==> config.mk <==
export PLATFORM = sky130hd
export DESIGN_NAME = first_fit_interval_layer_assign_top_flat
export DESIGN_NICKNAME = d
export VERILOG_FILES = /design/src/rtl/ffila_pkg.sv /design/src/rtl/ffila_if.sv /design/src/rtl/ffila_ram.sv /design/src/rtl/first_fit_interval_layer_assign_top.sv /design/src/flat_wrapper.sv
export SDC_FILE = /design/constraint.sdc
export NUM_CORES = 2
export LEC_CHECK = 0
export CAP_MARGIN = 30
export CORE_MARGIN = 1
export CORE_UTILIZATION = 50
export DETAILED_ROUTE_END_ITERATION = 8
export DONT_BUFFER_PORTS = 1
export GPL_ROUTABILITY_DRIVEN = 0
export PLACE_DENSITY = 0.63
export SLEW_MARGIN = 20
export SYNTH_ARGS = -nofsm -noshare
export SYNTH_HDL_FRONTEND = slang
export SYNTH_SLANG_ARGS = --single-unit
==> constraint.sdc <==
create_clock -name clk -period 6.1 [get_ports clk]
set_input_delay 0.915 -clock clk [delete_from_list [all_inputs] [get_ports clk]]
set_output_delay 0.915 -clock clk [all_outputs]
set_load 0.01 [all_outputs]
==> src/rtl/ffila_pkg.sv <==
// Shared types and constants for the first-fit interval layer assignment block.
// No dependencies; used by the interfaces, the RAM user and the top level.
package ffila_pkg;

	localparam int unsigned TIME_W  = 24;
	localparam int unsigned LAYER_W = 6;
	localparam int unsigned Y_W     = 15;
	localparam int unsigned CFG_W   = 8;
	localparam int unsigned SUM_W   = CFG_W + 1;
	localparam int unsigned LAYERS  = 64;
	localparam int unsigned GRP_W   = 3;
	localparam int unsigned GRP_N   = 8;
	localparam int unsigned ENTRY_W = TIME_W + LAYER_W;

	localparam int unsigned APB_ADDR_W = 3;
	localparam int unsigned APB_DATA_W = 32;

	// Register index, taken from paddr[2]
	localparam logic REG_BOX_HEIGHT = 1'b0;
	localparam logic REG_BOX_GAP    = 1'b1;

	localparam logic [CFG_W-1:0] BOX_HEIGHT_RST = 8'd20;
	localparam logic [CFG_W-1:0] BOX_GAP_RST    = 8'd3;

	localparam logic [GRP_W-1:0]   GRP_LAST  = 3'd7;
	localparam logic [LAYER_W-1:0] LAYER_TOP = 6'd63;

	typedef enum logic [2:0] {
		ST_IDLE,
		ST_SCAN,
		ST_FIND,
		ST_CALC,
		ST_DONE
	} state_t;

	// Position of the lowest clear bit in a byte (byte assumed not all ones)
	function automatic logic [GRP_W-1:0] lowest_zero8(input logic [GRP_N-1:0] b);
		logic [GRP_W-1:0] pos;
		pos = '0;
		for (int i = GRP_N - 1; i >= 0; i--) begin
			if (!b[i]) begin
				pos = GRP_W'(i);
			end
		end
		return pos;
	endfunction

endpackage

==> src/rtl/ffila_if.sv <==
// Valid/ready channel interfaces for interval items and result items.
// Depends on ffila_pkg for field widths.
interface ffila_in_if;
	logic                              valid;
	logic                              ready;
	logic [ffila_pkg::TIME_W-1:0]      start_time;
	logic [ffila_pkg::TIME_W-1:0]      finish_time;
	logic                              is_first;

	modport source (output valid, start_time, finish_time, is_first, input ready);
	modport sink   (input valid, start_time, finish_time, is_first, output ready);
endinterface

interface ffila_out_if;
	logic                              valid;
	logic                              ready;
	logic [ffila_pkg::LAYER_W-1:0]     layer;
	logic [ffila_pkg::Y_W-1:0]         top_y;
	logic [ffila_pkg::Y_W-1:0]         bottom_y;
	logic [ffila_pkg::LAYER_W-1:0]     max_layer;
	logic                              overflow;

	modport source (output valid, layer, top_y, bottom_y, max_layer, overflow, input ready);
	modport sink   (input valid, layer, top_y, bottom_y, max_layer, overflow, output ready);
endinterface

==> src/rtl/ffila_ram.sv <==
// Generic simple dual-port RAM: one write port, one read port, registered read.
// No dependencies.
module ffila_ram #(
	parameter int unsigned WIDTH = 30,
	parameter int unsigned DEPTH = 64
) (
	input  logic                     clk,
	input  logic                     we,
	input  logic [$clog2(DEPTH)-1:0] waddr,
	input  logic [WIDTH-1:0]         wdata,
	input  logic [$clog2(DEPTH)-1:0] raddr,
	output logic [WIDTH-1:0]         rdata
);

	logic [WIDTH-1:0] mem_q [DEPTH];

	always_ff @(posedge clk) begin
		if (we) begin
			mem_q[waddr] <= wdata;
		end
		rdata <= mem_q[raddr];
	end

endmodule

==> src/rtl/first_fit_interval_layer_assign_top.sv <==
// First-fit interval layer assignment, top level: sequencer, compare unit and output register.
// Depends on ffila_pkg, ffila_if (ffila_in_if, ffila_out_if) and ffila_ram.
//
// Intervals arrive one item at a time. Each stored earlier interval of the current set
// (its finish time and layer live in a RAM of MAX_ITEMS entries) is read once, one entry
// per cycle, and a single 24-bit comparator marks its layer blocked when its finish lies
// after the new start. A byte-wide search then finds the lowest free layer of 64, a
// single 6x9 multiplier forms top_y, and an adder forms bottom_y. After acceptance an
// item goes through the RAM sweep over the N stored intervals (at most MAX_ITEMS), the
// free-layer search, which looks at one byte of layers at a time, and the multiply, and
// then into the output register; the RAM read port paces the sweep. in_item.ready is
// high only while the sequencer is idle; a finished result may wait in the output
// register while the next item is taken. is_first restarts the set.
// Once the store holds MAX_ITEMS intervals, further items are still assigned a layer but
// are flagged with overflow and not stored. The RAM needs no clearing after reset.
module first_fit_interval_layer_assign_top #(
	parameter int unsigned MAX_ITEMS = 64
) (
	input  logic                                clk,
	input  logic                                arst_n,
	ffila_in_if.sink                            in_item,
	ffila_out_if.source                         out_item,
	input  logic                                psel,
	input  logic                                penable,
	input  logic                                pwrite,
	input  logic [ffila_pkg::APB_ADDR_W-1:0]    paddr,
	input  logic [ffila_pkg::APB_DATA_W-1:0]    pwdata,
	output logic [ffila_pkg::APB_DATA_W-1:0]    prdata,
	output logic                                pready
);

	localparam int unsigned CW = $clog2(MAX_ITEMS + 1);
	localparam int unsigned AW = $clog2(MAX_ITEMS);

	// Configuration registers
	logic [ffila_pkg::CFG_W-1:0] box_height_q;
	logic [ffila_pkg::CFG_W-1:0] box_gap_q;
	logic                        cfg_wr;

	// Sequencer state
	ffila_pkg::state_t state_q, state_d;

	// Item and scan registers
	logic [ffila_pkg::TIME_W-1:0]  start_q;
	logic [ffila_pkg::TIME_W-1:0]  finish_q;
	logic [CW-1:0]                 count_q;
	logic [CW-1:0]                 idx_q;
	logic                          pend_q;
	logic [ffila_pkg::LAYERS-1:0]  blocked_q;
	logic [ffila_pkg::GRP_W-1:0]   grp_q;
	logic [ffila_pkg::LAYER_W-1:0] layer_q;
	logic [ffila_pkg::LAYER_W-1:0] highest_q;
	logic [ffila_pkg::Y_W-1:0]     top_q;
	logic                          ovf_q;

	// Output register
	logic                          out_vld_q;
	logic [ffila_pkg::LAYER_W-1:0] out_layer_q;
	logic [ffila_pkg::Y_W-1:0]     out_top_q;
	logic [ffila_pkg::Y_W-1:0]     out_bottom_q;
	logic [ffila_pkg::LAYER_W-1:0] out_max_q;
	logic                          out_ovf_q;

	// Combinational helpers
	logic                          in_acc;
	logic                          scan_more;
	logic                          store_full;
	logic [ffila_pkg::GRP_N-1:0]   grp_bits;
	logic                          grp_full;
	logic [ffila_pkg::LAYER_W-1:0] found_layer;
	logic [ffila_pkg::SUM_W-1:0]   pitch;
	logic [ffila_pkg::Y_W-1:0]     top_prod;
	logic [ffila_pkg::Y_W-1:0]     bottom_sum;
	logic                          out_load;

	// RAM ports
	logic                          ram_we;
	logic [AW-1:0]                 ram_waddr;
	logic [ffila_pkg::ENTRY_W-1:0] ram_wdata;
	logic [AW-1:0]                 ram_raddr;
	logic [ffila_pkg::ENTRY_W-1:0] ram_rdata;
	logic [ffila_pkg::TIME_W-1:0]  rd_finish;
	logic [ffila_pkg::LAYER_W-1:0] rd_layer;

	// ---------------------------------------------------------------- APB port
	// Always ready; paddr[2] picks the register.
	assign pready = 1'b1;
	assign cfg_wr = psel && penable && pwrite;

	always_comb begin
		case (paddr[2])
			ffila_pkg::REG_BOX_HEIGHT: prdata = {{(ffila_pkg::APB_DATA_W - ffila_pkg::CFG_W){1'b0}},
			                                     box_height_q};
			ffila_pkg::REG_BOX_GAP:    prdata = {{(ffila_pkg::APB_DATA_W - ffila_pkg::CFG_W){1'b0}},
			                                     box_gap_q};
			default:                   prdata = '0;
		endcase
	end

	always_ff @(posedge clk or negedge arst_n) begin
		if (!arst_n) begin
			box_height_q <= ffila_pkg::BOX_HEIGHT_RST;
			box_gap_q    <= ffila_pkg::BOX_GAP_RST;
		end else if (cfg_wr) begin
			case (paddr[2])
				ffila_pkg::REG_BOX_HEIGHT: box_height_q <= pwdata[ffila_pkg::CFG_W-1:0];
				ffila_pkg::REG_BOX_GAP:    box_gap_q    <= pwdata[ffila_pkg::CFG_W-1:0];
				default: ;
			endcase
		end
	end

	// ---------------------------------------------------------------- store RAM
	// Each entry packs {finish time, layer}.
	assign store_full = (count_q >= CW'(MAX_ITEMS));
	assign scan_more  = (idx_q < count_q);
	assign ram_raddr  = idx_q[AW-1:0];
	assign ram_we     = (state_q == ffila_pkg::ST_CALC) && !store_full;
	assign ram_waddr  = count_q[AW-1:0];
	assign ram_wdata  = {finish_q, layer_q};
	assign rd_finish  = ram_rdata[ffila_pkg::ENTRY_W-1:ffila_pkg::LAYER_W];
	assign rd_layer   = ram_rdata[ffila_pkg::LAYER_W-1:0];

	ffila_ram #(
		.WIDTH(ffila_pkg::ENTRY_W),
		.DEPTH(MAX_ITEMS)
	) u_store (
		.clk  (clk),
		.we   (ram_we),
		.waddr(ram_waddr),
		.wdata(ram_wdata),
		.raddr(ram_raddr),
		.rdata(ram_rdata)
	);

	// ---------------------------------------------------------------- search and arithmetic
	// Look at one byte of the blocked mask per cycle.
	assign grp_bits    = blocked_q[grp_q*ffila_pkg::GRP_N +: ffila_pkg::GRP_N];
	assign grp_full    = &grp_bits;
	assign found_layer = {grp_q, ffila_pkg::lowest_zero8(grp_bits)};

	assign pitch      = {1'b0, box_height_q} + {1'b0, box_gap_q};
	assign top_prod   = ffila_pkg::Y_W'(layer_q * pitch);
	assign bottom_sum = top_q + ffila_pkg::Y_W'(box_height_q);

	assign in_acc   = in_item.valid && in_item.ready;
	assign out_load = (state_q == ffila_pkg::ST_DONE) && (!out_vld_q || out_item.ready);

	// ---------------------------------------------------------------- sequencer
	always_ff @(posedge clk or negedge arst_n) begin
		if (!arst_n) begin
			state_q <= ffila_pkg::ST_IDLE;
		end else begin
			state_q <= state_d;
		end
	end

	always_comb begin
		state_d       = state_q;
		in_item.ready = 1'b0;
		case (state_q)
			ffila_pkg::ST_IDLE: begin
				in_item.ready = 1'b1;
				if (in_item.valid) begin
					state_d = ffila_pkg::ST_SCAN;
				end
			end
			ffila_pkg::ST_SCAN: begin
				// Leave once every entry has been read and its data compared.
				if (!scan_more && !pend_q) begin
					state_d = ffila_pkg::ST_FIND;
				end
			end
			ffila_pkg::ST_FIND: begin
				if (!grp_full || grp_q == ffila_pkg::GRP_LAST) begin
					state_d = ffila_pkg::ST_CALC;
				end
			end
			ffila_pkg::ST_CALC: begin
				state_d = ffila_pkg::ST_DONE;
			end
			ffila_pkg::ST_DONE: begin
				if (out_load) begin
					state_d = ffila_pkg::ST_IDLE;
				end
			end
			default: begin
				state_d = ffila_pkg::ST_IDLE;
			end
		endcase
	end

	// ---------------------------------------------------------------- datapath control
	always_ff @(posedge clk or negedge arst_n) begin
		if (!arst_n) begin
			count_q   <= '0;
			highest_q <= '0;
			idx_q     <= '0;
			pend_q    <= 1'b0;
			grp_q     <= '0;
		end else begin
			case (state_q)
				ffila_pkg::ST_IDLE: begin
					if (in_acc) begin
						// Start a new set: drop the stored intervals.
						if (in_item.is_first) begin
							count_q   <= '0;
							highest_q <= '0;
						end
						idx_q  <= '0;
						pend_q <= 1'b0;
						grp_q  <= '0;
					end
				end
				ffila_pkg::ST_SCAN: begin
					// Issue one read per cycle; data comes back in the next cycle.
					pend_q <= scan_more;
					if (scan_more) begin
						idx_q <= idx_q + CW'(1);
					end
				end
				ffila_pkg::ST_FIND: begin
					if (grp_full && grp_q != ffila_pkg::GRP_LAST) begin
						grp_q <= grp_q + ffila_pkg::GRP_W'(1);
					end
				end
				ffila_pkg::ST_CALC: begin
					if (layer_q > highest_q) begin
						highest_q <= layer_q;
					end
					if (!store_full) begin
						count_q <= count_q + CW'(1);
					end
				end
				default: ;
			endcase
		end
	end

	// Payload registers: no reset needed.
	always_ff @(posedge clk) begin
		if (in_acc) begin
			start_q   <= in_item.start_time;
			finish_q  <= in_item.finish_time;
			blocked_q <= '0;
		end else if (state_q == ffila_pkg::ST_SCAN && pend_q && start_q < rd_finish) begin
			blocked_q[rd_layer] <= 1'b1;
		end
		if (state_q == ffila_pkg::ST_FIND) begin
			// Every layer blocked: saturate at the top layer.
			layer_q <= grp_full ? ffila_pkg::LAYER_TOP : found_layer;
		end
		if (state_q == ffila_pkg::ST_CALC) begin
			top_q <= top_prod;
			ovf_q <= store_full;
		end
	end

	// ---------------------------------------------------------------- output register
	always_ff @(posedge clk or negedge arst_n) begin
		if (!arst_n) begin
			out_vld_q <= 1'b0;
		end else if (out_load) begin
			out_vld_q <= 1'b1;
		end else if (out_item.ready) begin
			out_vld_q <= 1'b0;
		end
	end

	always_ff @(posedge clk) begin
		if (out_load) begin
			out_layer_q  <= layer_q;
			out_top_q    <= top_q;
			out_bottom_q <= bottom_sum;
			out_max_q    <= highest_q;
			out_ovf_q    <= ovf_q;
		end
	end

	assign out_item.valid     = out_vld_q;
	assign out_item.layer     = out_layer_q;
	assign out_item.top_y     = out_top_q;
	assign out_item.bottom_y  = out_bottom_q;
	assign out_item.max_layer = out_max_q;
	assign out_item.overflow  = out_ovf_q;

	// ---------------------------------------------------------------- checks
`ifndef SYNTHESIS
	a_count_bound: assert property (@(posedge clk) disable iff (!arst_n)
		count_q <= CW'(MAX_ITEMS))
		else $error("store count beyond capacity");

	a_count_step: assert property (@(posedge clk) disable iff (!arst_n)
		(state_q == ffila_pkg::ST_CALC && !store_full) |=> (count_q == $past(count_q) + CW'(1)))
		else $error("stored interval not counted");

	a_pend_scan: assert property (@(posedge clk) disable iff (!arst_n)
		pend_q |-> $past(state_q == ffila_pkg::ST_SCAN))
		else $error("read pending outside scan");

	a_out_from_done: assert property (@(posedge clk) disable iff (!arst_n)
		$rose(out_vld_q) |-> $past(state_q == ffila_pkg::ST_DONE))
		else $error("result shown without finishing an item");
`endif

endmodule

==> src/flat_wrapper.sv <==
// flat-port wrapper written by rule: the top's interface ports become plain ports
module first_fit_interval_layer_assign_top_flat 
#(
	parameter int unsigned MAX_ITEMS = 64
)
  (clk, arst_n, psel, penable, pwrite, paddr, pwdata, prdata, pready, in_item_valid, in_item_start_time, in_item_finish_time, in_item_is_first, in_item_ready, out_item_valid, out_item_layer, out_item_top_y, out_item_bottom_y, out_item_max_layer, out_item_overflow, out_item_ready);
  ffila_in_if in_item_i ();
  ffila_out_if out_item_i ();
  input  logic clk;
  input  logic arst_n;
  input  logic psel;
  input  logic penable;
  input  logic pwrite;
  input  logic [ffila_pkg::APB_ADDR_W-1:0] paddr;
  input  logic [ffila_pkg::APB_DATA_W-1:0] pwdata;
  output logic [ffila_pkg::APB_DATA_W-1:0] prdata;
  output logic pready;
  input wire logic [$bits(in_item_i.valid)-1:0] in_item_valid;
  input wire logic [$bits(in_item_i.start_time)-1:0] in_item_start_time;
  input wire logic [$bits(in_item_i.finish_time)-1:0] in_item_finish_time;
  input wire logic [$bits(in_item_i.is_first)-1:0] in_item_is_first;
  output wire logic [$bits(in_item_i.ready)-1:0] in_item_ready;
  output wire logic [$bits(out_item_i.valid)-1:0] out_item_valid;
  output wire logic [$bits(out_item_i.layer)-1:0] out_item_layer;
  output wire logic [$bits(out_item_i.top_y)-1:0] out_item_top_y;
  output wire logic [$bits(out_item_i.bottom_y)-1:0] out_item_bottom_y;
  output wire logic [$bits(out_item_i.max_layer)-1:0] out_item_max_layer;
  output wire logic [$bits(out_item_i.overflow)-1:0] out_item_overflow;
  input wire logic [$bits(out_item_i.ready)-1:0] out_item_ready;
  assign in_item_i.valid = in_item_valid;
  assign in_item_i.start_time = in_item_start_time;
  assign in_item_i.finish_time = in_item_finish_time;
  assign in_item_i.is_first = in_item_is_first;
  assign in_item_ready = in_item_i.ready;
  assign out_item_valid = out_item_i.valid;
  assign out_item_layer = out_item_i.layer;
  assign out_item_top_y = out_item_i.top_y;
  assign out_item_bottom_y = out_item_i.bottom_y;
  assign out_item_max_layer = out_item_i.max_layer;
  assign out_item_overflow = out_item_i.overflow;
  assign out_item_i.ready = out_item_ready;
  first_fit_interval_layer_assign_top #(.MAX_ITEMS(MAX_ITEMS)) u_core (.clk(clk), .arst_n(arst_n), .in_item(in_item_i), .out_item(out_item_i), .psel(psel), .penable(penable), .pwrite(pwrite), .paddr(paddr), .pwdata(pwdata), .prdata(prdata), .pready(pready));
endmodule
==> run_results.csv <==
group,metric,value,unit
detailed_routing,wl,208,mm
die,core,169000,um^2
grt,gr-usage-all-layers,0.244,
yosys,synthTopCellsByArea,"edfxtp_1 72%, mux4_2 16%, dfxtp_1 2.2%",
pwr,p_total,41.0,mW
setup_path,required,6.66,ns
setup_path,critPathArrivalTime,6.35,ns
setup_path,end_kind,"register",
clock_network,cts.sinks,2171,
place,post-place-ws,0.283,ns
timing,period_minus_slack,5.79,ns
yosys,ys_types,69,
run,max_cap_violations,0,
outcome,run_status,"complete, no violations",
clock_network,htreeDepth,4,
detailed_routing,drt-wirelength-per-cell,32.0,um
timing,finalWorstSetupSlack,0.309,ns
clock_network,cts_tree,"done",
setup_path,critPathKind,"reg2reg",
die,io_pins,169,
detailed_routing,drt_first_pass_iters,6,
setup_path,start_kind,"register",
timing,hold_viol_final,0,
yosys,synthArstFlopShare,0.0203,
detailed_routing,via_count,40409,
timing,drv_slew,0,
clock_network,clk_path_buf_depth,3,
clock_network,clk_pin_slew,0.06,ns
detailed_routing,vias_per_cell,6.22,
pwr,power_density,427,nW/um^2
yosys,synth_seq_cells,2171,
yosys,synth_edf_count,2033,
timing,fmax,0.173,GHz
pwr,peakVddDrop,0.492,mV
timing,skew,0.0512,ns
clock_network,cts_buffers,210,
grt,grt_max_degree,111,
grt,antenna_found_initial,5,
timing,rsz0062_at_grt,"no",
yosys,ys_warn_count,0,
setup_path,worstPathMaxFanout,6,
detailed_routing,antenna_left,0,
layout,antenna_cells,0,
layout,syn2layout_area_growth,12.5,%
grt,grt_pass1_wl,298,mm
grt,grt_pass1_vias,40586,
die,rows,151,
pwr,leakagePower,30.3,nW
yosys,syn_inst,3919,
yosys,synthFlopType,"edfxtp_1",
clock_network,insertion_delay,0.88,ns
yosys,synth_top_cell_area_share,0.715,
clock_network,cts-root-buf,"clkbuf_16",
setup_path,rrSetupSlack,0.31,ns
die,die_area,172000,um^2
die,die_width,415,um
die,start_util,0.504,
yosys,yosysSeqAreaShare,0.750,
place,hpwl,121,mm
timing,fin_tns_setup,0,ns
layout,layout-drive-gt1-share,0.279,
timing,finalHoldWorstSlack,0.144,ns
die,die_h,415,um
layout,finish.utilization,0.567,
yosys,synth_area_leader_cell,"edfxtp_1",
detailed_routing,drc,0,
place,port_buffers,0,
layout,fill_cells,12183,
timing,setup_viol,0,
layout,regArea,64100,um^2
layout,post-route-cell-area,96000,um^2
layout,multi_input_area,20500,um^2
grt,grt_overflow_total,0,
timing,period_share,0.949,
detailed_routing,drtIter0Drc,4917,
clock_network,post_cts_buffers,0,
layout,nNetsFinal,4293,
place,postPlaceCellArea,89200,um^2
timing,slew_headroom,0.319,
place,placed_cells,6095,
yosys,synth_area_per_cell,21.8,um^2
yosys,netlist_area,85400,um^2
layout,stdcell_count,6492,
worst_hold_path,hold_class,"in2reg",
timing,worstMarginPinSlew,1.02,ns
## critical path, stage by stage, from the launching register on
cell and delay, ns:
dfstp_2 0.54, ha_1 0.18, inv_1 0.06, fa_1 0.40, nor2b_1 0.11, o21ai_0 0.12
a21boi_1 0.21, o21a_1 0.23, o21a_1 0.25, nor3_1 0.10, fa_1 0.52, fa_1 0.54
inv_1 0.05, fa_1 0.47, inv_1 0.04, ha_1 0.30, o21ai_0 0.08, nor2_1 0.10
or4_1 0.47, a41o_1 0.29, o41ai_1 0.31, xor2_1 0.11
## final timing paths
path                                        start                      to  cells after the start
min in group asynchronous                  arst_n  u_core.box_height_q[7]                      2
max in group asynchronous                  arst_n         u_core.idx_q[1]                      2
hold reg to reg              u_core.blocked_q[47]    u_core.blocked_q[47]                      2
hold / removal             in_item_start_time[16]      u_core.start_q[16]                      0
setup / recovery              u_core.box_gap_q[0]        u_core.top_q[14]                     21
setup reg to reg              u_core.box_gap_q[0]        u_core.top_q[14]                     21
## synthesized netlist by cell type (all sizes together), types with 3 or more instances
master      n
edfxtp   2033
mux4      611
buf       115
nor2      111
nand2     110
clkbuf    102
inv        99
dfxtp      94
ha         79
a22oi      62
a22o       48
dfrtp      40
mux2       34
o21ai      33
fa         31
a21oi      29
and2       27
nand2b     22
nand3      21
mux2i      20
o31ai      17
o21a       16
xnor2      16
nor2b      15
nor3       15
a21o       13
nand4      10
a211oi      9
nor3b       8
and3        7
xor2        7
a2111oi     6
a21boi      6
a31oi       6
o41ai       5
or3         5
dfstp       4
o211ai      3
or4         3
## routing by layer
layer / vias up / wire, um / global-route usage
li1: 16640 / - / -
met1: 21872 / 85300 / 0.346
met2: 1638 / 102000 / 0.393
met3: 257 / 15400 / 0.0421
met4: 2 / 4900 / 0.0667
met5: - / 13 / 0
## power by group
group / internal [mW] / leakage (nW) / switching [mW] / total (mW)
clock: 7.24 / 3.30 / 5.58 / 12.8
combinational: 4.54 / 7.33 / 5.69 / 10.2
sequential: 17.5 / 19.6 / 0.447 / 18.0
## cell families after synthesis
| family | after synthesis | share of synthesized area |
|---|---|---|
| compound gates | 265 | 0.0231 |
| xor+xnor | 23 | 0.00236 |
| fa+ha+maj | 110 | 0.0188 |
| buf+inv | 316 | 0.0172 |
| flops | 2171 | 0.750 |
| mux | 665 | 0.168 |
| other cells | 2 | 0.0000880 |
| simple gates | 367 | 0.0204 |
## registers in the layout, summed over array words and instances, names as in the netlist, 8 cells and up
register / cells
u_core.top_q: 15
u_core.finish_q: 24
u_core.box_height_q: 8
u_core.out_item.top_y: 15
u_core.u_store.rdata: 30
u_core.blocked_q: 64
u_core.start_q: 24
u_core.out_item.bottom_y: 15
u_core.box_gap_q: 8
u_core.u_store.mem_q: 1920
## repair_timing
item / 4_1_cts / 5_1_grt
endpoints found under the setup margin: 0 / 1
endpoints found under the hold margin: 44 / 0
gates resized for setup: 0 / 2
hold buffers: 2 / 0
## layout make-up
type,count,area share
repair buffers,155,0.0161
multi-input cells,1455,0.213
flip-flops and latches,2171,0.667
well taps,2218,0.0289
clock buffers,271,0.0582
clock inverters,123,0.0125
inverters,99,0.00388
## placed cells by master (no fill, tap or decap), drive strengths merged, types with 6 or more instances in the layout
master and count:
a21boi 6, nand2 110, o21ai 33, o31ai 17, nor3 15, fa 31
a211oi 9, bufinv 18, a21oi 29, buf 154, nand3 21, conb 25
inv 104, nor3b 8, a22oi 62, edfxtp 2033, and2 27, ha 79
clkinv 91, mux4 611, a21o 13, mux2 34, mux2i 20, dfrtp 40
nand2b 22, xnor2 16, a31oi 6, nand4 10, clkinvlp 9, a22o 48
o21a 16, dfxtp 94, and3 7, nor2b 15, nor2 111, xor2 7
a2111oi 6, clkbuf 271
Note: power is estimated with default switching activity, not from simulation.
